**config.mk**
```make
export PLATFORM = sky130hd
export DESIGN_NAME = sine_wave_hsv_pattern
export DESIGN_NICKNAME = d
export VERILOG_FILES = /design/src/hw/rtl/swhsv_pkg.sv /design/src/hw/rtl/sine_wave_hsv_pattern.sv
export SDC_FILE = /design/constraint.sdc
export NUM_CORES = 1
export LEC_CHECK = 0
export ABC_AREA = 1
export CAP_MARGIN = 20
export CORE_MARGIN = 1
export CORE_UTILIZATION = 35
export DETAILED_ROUTE_END_ITERATION = 6
export DONT_BUFFER_PORTS = 1
export SLEW_MARGIN = 20
export SYNTH_ARGS = -nofsm -noshare
export SYNTH_HDL_FRONTEND = slang
export SYNTH_SLANG_ARGS = --single-unit
```
**constraint.sdc**
```tcl
create_clock -name clk_i -period 11.4 [get_ports clk_i]
set_input_delay 2.28 -clock clk_i [delete_from_list [all_inputs] [get_ports clk_i]]
set_output_delay 2.28 -clock clk_i [all_outputs]
set_load 0.02 [all_outputs]
```
**src/hw/rtl/swhsv_pkg.sv**
```systemverilog
// ----------------------------------------------------------------------------
// swhsv_pkg
// Shared constants, register indexes and the quarter-wave sine table for the
// sine-wave HSV pattern generator.
// ----------------------------------------------------------------------------
package swhsv_pkg;

  // default geometry and frame rate
  localparam int MATRIX_WIDTH      = 32;
  localparam int MATRIX_HEIGHT     = 32;
  localparam int FRAMES_PER_SECOND = 30;

  // frame counter and phase magnitude widths
  localparam int FRAME_W = 20;
  localparam int MAG_W   = FRAME_W + 1;

  // configuration register indexes
  localparam logic [2:0] REG_WAVE_MODE    = 3'd0;
  localparam logic [2:0] REG_REVERSE      = 3'd1;
  localparam logic [2:0] REG_WAVE_LENGTH  = 3'd2;
  localparam logic [2:0] REG_SPEED        = 3'd3;
  localparam logic [2:0] REG_HUE_BOUNDS   = 3'd4;
  localparam logic [2:0] REG_SAT_BOUNDS   = 3'd5;
  localparam logic [2:0] REG_VALUE_BOUNDS = 3'd6;

  // input item kinds
  localparam logic FUNC_QUERY = 1'b0;
  localparam logic FUNC_TICK  = 1'b1;

  // register reset values
  localparam logic [7:0]  RST_WAVE_LENGTH  = 8'd25;
  localparam logic [7:0]  RST_SPEED        = 8'd50;
  localparam logic [15:0] RST_HUE_BOUNDS   = 16'hFF00;
  localparam logic [15:0] RST_SAT_BOUNDS   = 16'h00FF;
  localparam logic [15:0] RST_VALUE_BOUNDS = 16'h964B;

  // x/10 as (x * DIV10_MUL) >> DIV10_SHIFT, exact for 16-bit x
  localparam logic [15:0] DIV10_MUL   = 16'd52429;
  localparam int          DIV10_SHIFT = 19;

  // round(128*sin(pi*j/128)) for j = 0..64
  function automatic logic [7:0] quarter_sine(input logic [6:0] j);
    logic [7:0] v;
    case (j)
      7'd0:  v = 8'd0;   7'd1:  v = 8'd3;   7'd2:  v = 8'd6;   7'd3:  v = 8'd9;
      7'd4:  v = 8'd13;  7'd5:  v = 8'd16;  7'd6:  v = 8'd19;  7'd7:  v = 8'd22;
      7'd8:  v = 8'd25;  7'd9:  v = 8'd28;  7'd10: v = 8'd31;  7'd11: v = 8'd34;
      7'd12: v = 8'd37;  7'd13: v = 8'd40;  7'd14: v = 8'd43;  7'd15: v = 8'd46;
      7'd16: v = 8'd49;  7'd17: v = 8'd52;  7'd18: v = 8'd55;  7'd19: v = 8'd58;
      7'd20: v = 8'd60;  7'd21: v = 8'd63;  7'd22: v = 8'd66;  7'd23: v = 8'd68;
      7'd24: v = 8'd71;  7'd25: v = 8'd74;  7'd26: v = 8'd76;  7'd27: v = 8'd79;
      7'd28: v = 8'd81;  7'd29: v = 8'd84;  7'd30: v = 8'd86;  7'd31: v = 8'd88;
      7'd32: v = 8'd91;  7'd33: v = 8'd93;  7'd34: v = 8'd95;  7'd35: v = 8'd97;
      7'd36: v = 8'd99;  7'd37: v = 8'd101; 7'd38: v = 8'd103; 7'd39: v = 8'd105;
      7'd40: v = 8'd106; 7'd41: v = 8'd108; 7'd42: v = 8'd110; 7'd43: v = 8'd111;
      7'd44: v = 8'd113; 7'd45: v = 8'd114; 7'd46: v = 8'd116; 7'd47: v = 8'd117;
      7'd48: v = 8'd118; 7'd49: v = 8'd119; 7'd50: v = 8'd121; 7'd51: v = 8'd122;
      7'd52: v = 8'd122; 7'd53: v = 8'd123; 7'd54: v = 8'd124; 7'd55: v = 8'd125;
      7'd56: v = 8'd126; 7'd57: v = 8'd126; 7'd58: v = 8'd127; 7'd59: v = 8'd127;
      7'd60: v = 8'd127; 7'd61: v = 8'd128; 7'd62: v = 8'd128; 7'd63: v = 8'd128;
      7'd64: v = 8'd128;
      default: v = 8'd0;
    endcase
    return v;
  endfunction

endpackage

```
**src/hw/rtl/sine_wave_hsv_pattern.sv**
```systemverilog
// ----------------------------------------------------------------------------
// sine_wave_hsv_pattern
// Travelling sine-wave HSV pattern: answers pixel colour queries and advances
// the wave phase on frame ticks.
// ----------------------------------------------------------------------------
//  channel | dir | handshake              | payload
//  --------+-----+------------------------+-------------------------------------
//  s_axis  | in  | s_axis_tvalid/tready   | tuser: func; tdata: col, row
//  m_axis  | out | m_axis_tvalid/tready   | tdata: hue, saturation, brightness
//  cfg     | in  | cfg_valid/cfg_ready    | cfg_index: register, cfg_data: value
//
//  a query runs through accept, load, 21 remainder steps, sign fix, 8 fraction steps,
//  sine lookup, 3 blend steps and output push; a tick through accept, multiply,
//  divide and add. remainder and fraction steps share the single compare-subtract
//  unit, which forms the phase remainder and its 8-bit fraction one bit per cycle.
//  reset clears the frame counter and loads the register defaults.
//  a result waits in the output register; the sequencer stalls in its push
//  cycle only while a previous result has not yet been transferred.
// ----------------------------------------------------------------------------
module sine_wave_hsv_pattern
  import swhsv_pkg::*;
#(
  parameter int MatrixWidth     = MATRIX_WIDTH,
  parameter int MatrixHeight    = MATRIX_HEIGHT,
  parameter int FramesPerSecond = FRAMES_PER_SECOND
) (
  input  logic        clk_i,
  input  logic        rst_ni,
  input  logic        s_axis_tvalid_i,
  output logic        s_axis_tready_o,
  input  logic [15:0] s_axis_tdata_i,   // [5:0] col, [11:6] row, [15:12] zero
  input  logic        s_axis_tuser_i,   // [0] func
  output logic        m_axis_tvalid_o,
  input  logic        m_axis_tready_i,
  output logic [23:0] m_axis_tdata_o,   // [7:0] hue, [15:8] saturation, [23:16] brightness
  input  logic        cfg_valid_i,
  output logic        cfg_ready_o,
  input  logic [2:0]  cfg_index_i,
  input  logic [15:0] cfg_data_i
);

  localparam int U    = FramesPerSecond * 10;
  localparam int DW   = $clog2(U * 255 + 1);
  localparam int VW   = MAG_W + 1;
  localparam int CW   = ($clog2(MAG_W) > 3) ? $clog2(MAG_W) : 3;
  localparam logic signed [7:0]  XMax  = 8'(MatrixWidth - 1);
  localparam logic signed [7:0]  YMax  = 8'(MatrixHeight - 1);
  localparam logic signed [VW-1:0] UExt = VW'(U);

  localparam logic [3:0] ST_IDLE     = 4'd0;
  localparam logic [3:0] ST_LOAD     = 4'd1;
  localparam logic [3:0] ST_MOD      = 4'd2;
  localparam logic [3:0] ST_FIX      = 4'd3;
  localparam logic [3:0] ST_FRAC     = 4'd4;
  localparam logic [3:0] ST_SINE     = 4'd5;
  localparam logic [3:0] ST_BLEND    = 4'd6;
  localparam logic [3:0] ST_PUSH     = 4'd7;
  localparam logic [3:0] ST_TICK_MUL = 4'd8;
  localparam logic [3:0] ST_TICK_DIV = 4'd9;
  localparam logic [3:0] ST_TICK_ADD = 4'd10;

  // configuration registers
  logic        mode_q, rev_q;
  logic [7:0]  wl_q, speed_q;
  logic [15:0] hue_bnd_q, sat_bnd_q, val_bnd_q;

  // sequencer and datapath state
  logic [3:0]         state_q, state_d;
  logic [FRAME_W-1:0] frame_q, frame_d;
  logic [CW-1:0]      cnt_q, cnt_d;
  logic [1:0]         ch_q, ch_d;
  logic               neg_q, neg_d;
  logic [MAG_W-1:0]   mag_q, mag_d;
  logic [DW-1:0]      rem_q, rem_d;
  logic [DW-1:0]      d_q, d_d;
  logic [7:0]         idx_q, idx_d;
  logic [8:0]         f_q, f_d;
  logic [5:0]         col_q, row_q;
  logic [15:0]        prod_q, prod_d;
  logic [12:0]        step_q, step_d;
  logic [7:0]         res_q [3];
  logic [23:0]        out_data_q;
  logic               out_valid_q, out_valid_d;

  logic in_xfer;
  assign in_xfer         = s_axis_tvalid_i && s_axis_tready_o;
  assign s_axis_tready_o = (state_q == ST_IDLE);
  assign cfg_ready_o     = 1'b1;
  assign m_axis_tvalid_o = out_valid_q;
  assign m_axis_tdata_o  = out_data_q;

  // configuration writes
  always_ff @(posedge clk_i or negedge rst_ni) begin
    if (!rst_ni) begin
      mode_q    <= 1'b0;
      rev_q     <= 1'b1;
      wl_q      <= RST_WAVE_LENGTH;
      speed_q   <= RST_SPEED;
      hue_bnd_q <= RST_HUE_BOUNDS;
      sat_bnd_q <= RST_SAT_BOUNDS;
      val_bnd_q <= RST_VALUE_BOUNDS;
    end else if (cfg_valid_i) begin
      case (cfg_index_i)
        REG_WAVE_MODE:    mode_q    <= cfg_data_i[0];
        REG_REVERSE:      rev_q     <= cfg_data_i[0];
        REG_WAVE_LENGTH:  wl_q      <= (cfg_data_i[7:0] == 8'd0) ? 8'd1 : cfg_data_i[7:0];
        REG_SPEED:        speed_q   <= cfg_data_i[7:0];
        REG_HUE_BOUNDS:   hue_bnd_q <= cfg_data_i;
        REG_SAT_BOUNDS:   sat_bnd_q <= cfg_data_i;
        REG_VALUE_BOUNDS: val_bnd_q <= cfg_data_i;
        default: ;
      endcase
    end
  end

  // signed wave position and phase offset pos*U - frame
  logic signed [7:0]    pos_s;
  logic signed [VW-1:0] pos_ext, v_s;
  always_comb begin
    if (!mode_q) begin
      pos_s = rev_q ? (XMax - signed'({2'b00, col_q})) : signed'({2'b00, col_q});
    end else begin
      pos_s = rev_q ? (YMax - signed'({2'b00, row_q})) : signed'({2'b00, row_q});
    end
    pos_ext = VW'(pos_s);
    v_s     = pos_ext * UExt - signed'({2'b00, frame_q});
  end

  // shared compare-subtract unit: shift one bit into the remainder
  logic          shift_bit;
  logic [DW:0]   trial, diff;
  logic          ge;
  always_comb begin
    shift_bit = (state_q == ST_MOD) ? mag_q[MAG_W-1] : 1'b0;
    trial     = {rem_q, shift_bit};
    diff      = trial - {1'b0, d_q};
    ge        = (trial >= {1'b0, d_q});
  end

  // sine lookup
  logic [6:0] sine_j;
  logic [7:0] sine_mag;
  always_comb begin
    sine_j   = idx_q[6] ? (7'd64 - {1'b0, idx_q[5:0]}) : {1'b0, idx_q[5:0]};
    sine_mag = quarter_sine(sine_j);
  end

  // one channel blend per cycle
  logic [15:0] bnd;
  logic [7:0]  lo, hi, span, blend_res;
  logic [8:0]  fx;
  logic [16:0] blend_prod;
  always_comb begin
    case (ch_q)
      2'd0:    bnd = hue_bnd_q;
      2'd1:    bnd = sat_bnd_q;
      2'd2:    bnd = val_bnd_q;
      default: bnd = val_bnd_q;
    endcase
    if (bnd[7:0] > bnd[15:8]) begin
      lo = bnd[15:8];
      hi = bnd[7:0];
      fx = 9'd256 - f_q;
    end else begin
      lo = bnd[7:0];
      hi = bnd[15:8];
      fx = f_q;
    end
    span       = hi - lo;
    blend_prod = 17'(span) * 17'(fx);
    blend_res  = lo + blend_prod[15:8];
  end

  // tick arithmetic
  logic [31:0]      recip;
  logic [FRAME_W:0] frame_sum;
  always_comb begin
    recip     = 32'(prod_q) * 32'(DIV10_MUL);
    frame_sum = {1'b0, frame_q} + (FRAME_W + 1)'(step_q);
  end

  // sequencer
  always_comb begin
    state_d     = state_q;
    frame_d     = frame_q;
    cnt_d       = cnt_q;
    ch_d        = ch_q;
    neg_d       = neg_q;
    mag_d       = mag_q;
    rem_d       = rem_q;
    d_d         = d_q;
    idx_d       = idx_q;
    f_d         = f_q;
    prod_d      = prod_q;
    step_d      = step_q;
    out_valid_d = out_valid_q;
    if (out_valid_q && m_axis_tready_i) begin
      out_valid_d = 1'b0;
    end
    case (state_q)
      ST_IDLE: begin
        if (in_xfer) begin
          state_d = (s_axis_tuser_i == FUNC_TICK) ? ST_TICK_MUL : ST_LOAD;
        end
      end
      ST_LOAD: begin
        neg_d   = v_s[VW-1];
        mag_d   = v_s[VW-1] ? MAG_W'(-v_s) : MAG_W'(v_s);
        d_d     = DW'(wl_q * U);
        rem_d   = '0;
        cnt_d   = CW'(MAG_W - 1);
        state_d = ST_MOD;
      end
      ST_MOD: begin
        rem_d = ge ? diff[DW-1:0] : trial[DW-1:0];
        mag_d = {mag_q[MAG_W-2:0], 1'b0};
        cnt_d = cnt_q - CW'(1);
        if (cnt_q == '0) begin
          state_d = ST_FIX;
        end
      end
      ST_FIX: begin
        // negative offsets fold back into 0..D-1
        if (neg_q && (rem_q != '0)) begin
          rem_d = d_q - rem_q;
        end
        cnt_d   = CW'(7);
        state_d = ST_FRAC;
      end
      ST_FRAC: begin
        rem_d = ge ? diff[DW-1:0] : trial[DW-1:0];
        idx_d = {idx_q[6:0], ge};
        cnt_d = cnt_q - CW'(1);
        if (cnt_q == '0) begin
          state_d = ST_SINE;
        end
      end
      ST_SINE: begin
        f_d     = idx_q[7] ? (9'd128 - {1'b0, sine_mag}) : (9'd128 + {1'b0, sine_mag});
        ch_d    = 2'd0;
        state_d = ST_BLEND;
      end
      ST_BLEND: begin
        ch_d = ch_q + 2'd1;
        if (ch_q == 2'd2) begin
          state_d = ST_PUSH;
        end
      end
      ST_PUSH: begin
        if (!out_valid_q || m_axis_tready_i) begin
          out_valid_d = 1'b1;
          state_d     = ST_IDLE;
        end
      end
      ST_TICK_MUL: begin
        prod_d  = 16'(wl_q) * 16'(speed_q);
        d_d     = DW'(wl_q * U);
        state_d = ST_TICK_DIV;
      end
      ST_TICK_DIV: begin
        step_d  = recip[DIV10_SHIFT +: 13];
        state_d = ST_TICK_ADD;
      end
      ST_TICK_ADD: begin
        // wrap to one once the frame reaches the full period
        frame_d = (frame_sum >= (FRAME_W + 1)'(d_q)) ? FRAME_W'(1) : frame_sum[FRAME_W-1:0];
        state_d = ST_IDLE;
      end
      default: state_d = ST_IDLE;
    endcase
  end

  always_ff @(posedge clk_i or negedge rst_ni) begin
    if (!rst_ni) begin
      state_q     <= ST_IDLE;
      frame_q     <= '0;
      out_valid_q <= 1'b0;
    end else begin
      state_q     <= state_d;
      frame_q     <= frame_d;
      out_valid_q <= out_valid_d;
    end
  end

  always_ff @(posedge clk_i) begin
    cnt_q  <= cnt_d;
    ch_q   <= ch_d;
    neg_q  <= neg_d;
    mag_q  <= mag_d;
    rem_q  <= rem_d;
    d_q    <= d_d;
    idx_q  <= idx_d;
    f_q    <= f_d;
    prod_q <= prod_d;
    step_q <= step_d;
    if (in_xfer) begin
      col_q <= s_axis_tdata_i[5:0];
      row_q <= s_axis_tdata_i[11:6];
    end
    if (state_q == ST_BLEND) begin
      res_q[ch_q] <= blend_res;
    end
    if ((state_q == ST_PUSH) && (!out_valid_q || m_axis_tready_i)) begin
      out_data_q <= {res_q[2], res_q[1], res_q[0]};
    end
  end

  // remainder stays reduced while the shared unit iterates
  assert property (@(posedge clk_i) disable iff (!rst_ni)
    ((state_q == ST_MOD) || (state_q == ST_FIX) || (state_q == ST_FRAC)) |-> (rem_q < d_q))
    else $error("phase remainder not below period");

  // wave factor is a Q1.8 value no larger than one
  assert property (@(posedge clk_i) disable iff (!rst_ni)
    (state_q == ST_BLEND) |-> (f_q <= 9'd256))
    else $error("wave factor out of range");

  // the frame counter moves only in the tick update cycle
  assert property (@(posedge clk_i) disable iff (!rst_ni)
    (state_q != ST_TICK_ADD) |=> $stable(frame_q))
    else $error("frame counter changed outside a tick");

  // a new result appears only from the push cycle
  assert property (@(posedge clk_i) disable iff (!rst_ni)
    $rose(out_valid_q) |-> $past(state_q == ST_PUSH))
    else $error("result raised outside push cycle");

endmodule

```
==> run summary <==
status - finished clean
CP arrival - 9700 ps
die height - 279.1 um
DP HPWL - 51970 um
grt total ovfl - 0
DRC errors left - 0
GRT Overall Usage - 16.73%
Setup Skew - 33.88 ps
startpoint class of the critical path - register
Root Buffer Master - clkbuf_16
Least-Margin Pin Slew - 1050 ps
Synthesis Warnings - 0
critical setup path kind - register to register
Sinks on Clock Net - 258
H-tree levels - 2
Routed WL per cell - 14.94 um
Final Core Density - 38.30%
final worst-path cycle share - 82.60%
Longest Clk Path Bufs - 3
top-area cell type share of the netlist area - 18.66%
number of global-route vias before repair - 20214
Post-synth EDFFs - 167
dominant cells by area after synthesis - edfxtp_1 19%, ha_1 17%, fa_1 13%
Fmax - 106.2 MHz
Reg area - 0.007331 mm2
CP endpoint kind - register
slowest cell delay on critical path - 670 ps
Resized Gates After CTS - 0
cts bufs inserted - 34
area leader, netlist - edfxtp_1
Setup Fix Bufs, Post-CTS - 0
Critical Path Fanout Max - 17
Placer Congestion - 0.9080
Area Growth Syn to Fin - 8.245%
Vias/cell - 4.803
area of the multi-input gates - 0.01682 mm2
core footprint - 0.07595 mm2
number of buffers added on ports - 0
fraction of layout cells with a size suffix above 1 - 5.158%
post-synthesis register bit count - 258
1st-iter DRT viols - 1162
CTS tree - built
first-pass GRT wire length - 105100 um
syn nets - 3836
RSZ-0062 raised after global routing - false
Skew-Pair Late Insertion Delay - 550 ps
Cell variety after synth - 65
Critical Path RT - 11680 ps
Final Max Tran Viols - 0
Site Rows - 101
die area - 0.07789 mm2
relative slew slack - 29.73%
antenna violations before repair - 4
final hold vios - 0
worst hold-check path type - register to register
chip width - 279.1 um
Netlist Area Pre-Place - 0.02687 mm2
largest net degree at the start of global routing - 92
prevailing post-synth register cell - edfxtp_1
NumNets Final - 3823
# setup viols final - 0
CTS clk-pin slew, worst paths - 60 ps
max_cap viols - 0
antenna viol nets, final - 0
async set-reset flop share out of synthesis - 35.27%
fill count - 7743
Fin Setup TNS - 0 ps
Syn Area/Cell - 8.284 um2
first drt pass iteration count - 5
Syn Inst Count - 3244
CTS Hold Bufs - 0
Ports - 68
DR vias - 20609
clock period minus worst slack - 9417 ps
register area share after synthesis - 27.28%
most used cell, CP - nand2_1
Initial Utilization - 35.38%
DRT Wirelength - 64130 um
CP max stage cell - ha_1
## per-stage QoR
stage                     setup slack [ps]  std cells  hold WS [ps]  area (um2)
after floorplan                       3502       3244         400.3       26870
after global placement                2084       4225         401.7       27980
after detailed placement              2055       4225         404.5       27980
after CTS                             2038       4287         420.2       29070
after global routing                  1096       4290         425.4       29090
final                                 1983       4291         419.0       29090
## layout by cell type (no fill, tap or decap), drive strengths merged, types with 3 or more instances in the layout
cell	Yosys	routed
clkinv	4	16
o21ai	193	193
nand3b	8	8
and2	6	6
a31oi	11	11
a21oi	183	183
nor3	23	23
a31o	4	4
dfstp	31	31
ha	373	373
o221ai	3	3
a22o	10	10
a211oi	3	3
nand3	137	137
o211ai	9	9
xor2	92	92
inv	656	661
diode	0	4
a21boi	6	6
a21o	9	9
clkbuf	42	43
nand2	652	652
nor4	10	10
nand4	35	35
o21bai	10	10
xnor2	39	39
or2	8	8
o22ai	25	25
edfxtp	167	167
dfrtp	60	60
fa	178	178
buf	16	9
nor2	221	221
o21a	6	6
## cell families (layout without fill, tap and decap cells)
kind of cell,after synthesis,after routing,synth area share [%]
fa+ha+maj,551,551,30.63
compound gates,484,484,10.13
other cells,1,5,0.01395
buf+inv,718,731,10.20
xor+xnor,131,131,4.479
simple gates,1101,1101,17.28
flops,258,258,27.28
## path summary, 6_finish.rpt
check,to,from,depth (start not counted),slack (ps)
worst max-delay path,res_q[1][7],ch_q[0],46,1980
worst min-delay path,m_axis_tdata_o[0],res_q[0][0],0,420
worst max register to register,res_q[1][7],ch_q[0],46,1980
worst min register to register,m_axis_tdata_o[0],res_q[0][0],0,420
max in group asynchronous,rev_q,rst_ni,0,9660
min in group asynchronous,hue_bnd_q[1],rst_ni,0,1460
## cells in the mapped netlist, types with 4 or more instances
master    instances
nand2_1         636
nand3b_1          8
dfstp_2          31
o21ai_2           4
clkbuf_1         42
nor3_1           23
clkinv_1          4
o21bai_1         10
o22ai_1          25
buf_4             4
a21o_1            9
fa_1            178
a21oi_1         179
nand4_1          34
xor2_1           88
a22o_1           10
nand2_2          13
buf_2            10
a21oi_2           4
nor2_1          214
nor4_1           10
o21ai_0         176
dfrtp_1          60
inv_1           643
ha_1            373
or2_1             4
edfxtp_1        167
a21boi_0          5
nand3_1         131
inv_2            12
and2_1            6
nand3_2           6
o21ai_1          13
o211ai_1          8
a31oi_1          11
xnor2_1          37
nor2_2            5
o21a_1            5
## worst max-delay path: cells and delay by family (launching register included)
kind,cells,cell delay (ps)
AND/OR/NAND/NOR,23,2590
adder cells (fa/ha/maj),9,3990
AO/OA/AOI/OAI,8,1570
flip-flops,1,410
buffers and inverters,6,570
## flip-flops by register name (all words and copies together) (netlist names), 2 cells and up
signal,count
ch_q,2
cnt_q,5
col_q,6
d_q,15
f_q,9
frame_q,20
hue_bnd_q,16
idx_q,8
m_axis_tdata_o,24
mag_q,21
prod_q,16
rem_q,17
res_q,24
row_q,6
sat_bnd_q,16
speed_q,8
state_q,4
step_q,13
val_bnd_q,16
wl_q,8
## cell type report
type                       instances  share of cell area (%)
multi-input combinational       2268                   57.82
tap                             1030                   4.430
inverter                         660                   8.525
antenna                            4                 0.03441
clock buffer                      43                   3.256
sequential                       258                   25.20
timing repair buffer               9                  0.2323
clock inverter                    19                  0.4989
## routing by layer
metal  track usage (%)  up-vias  part of all wire, %
met3             2.954       88                  5.0
met2             25.81      371                   43
met5                 0        -                    0
met1             23.65     9678                   49
met4             5.199        0                  2.6
li1                  -    10472                    -
Power is not shown: default switching activity piles up to over one toggle a cycle in this logic, so the estimate is an artifact.
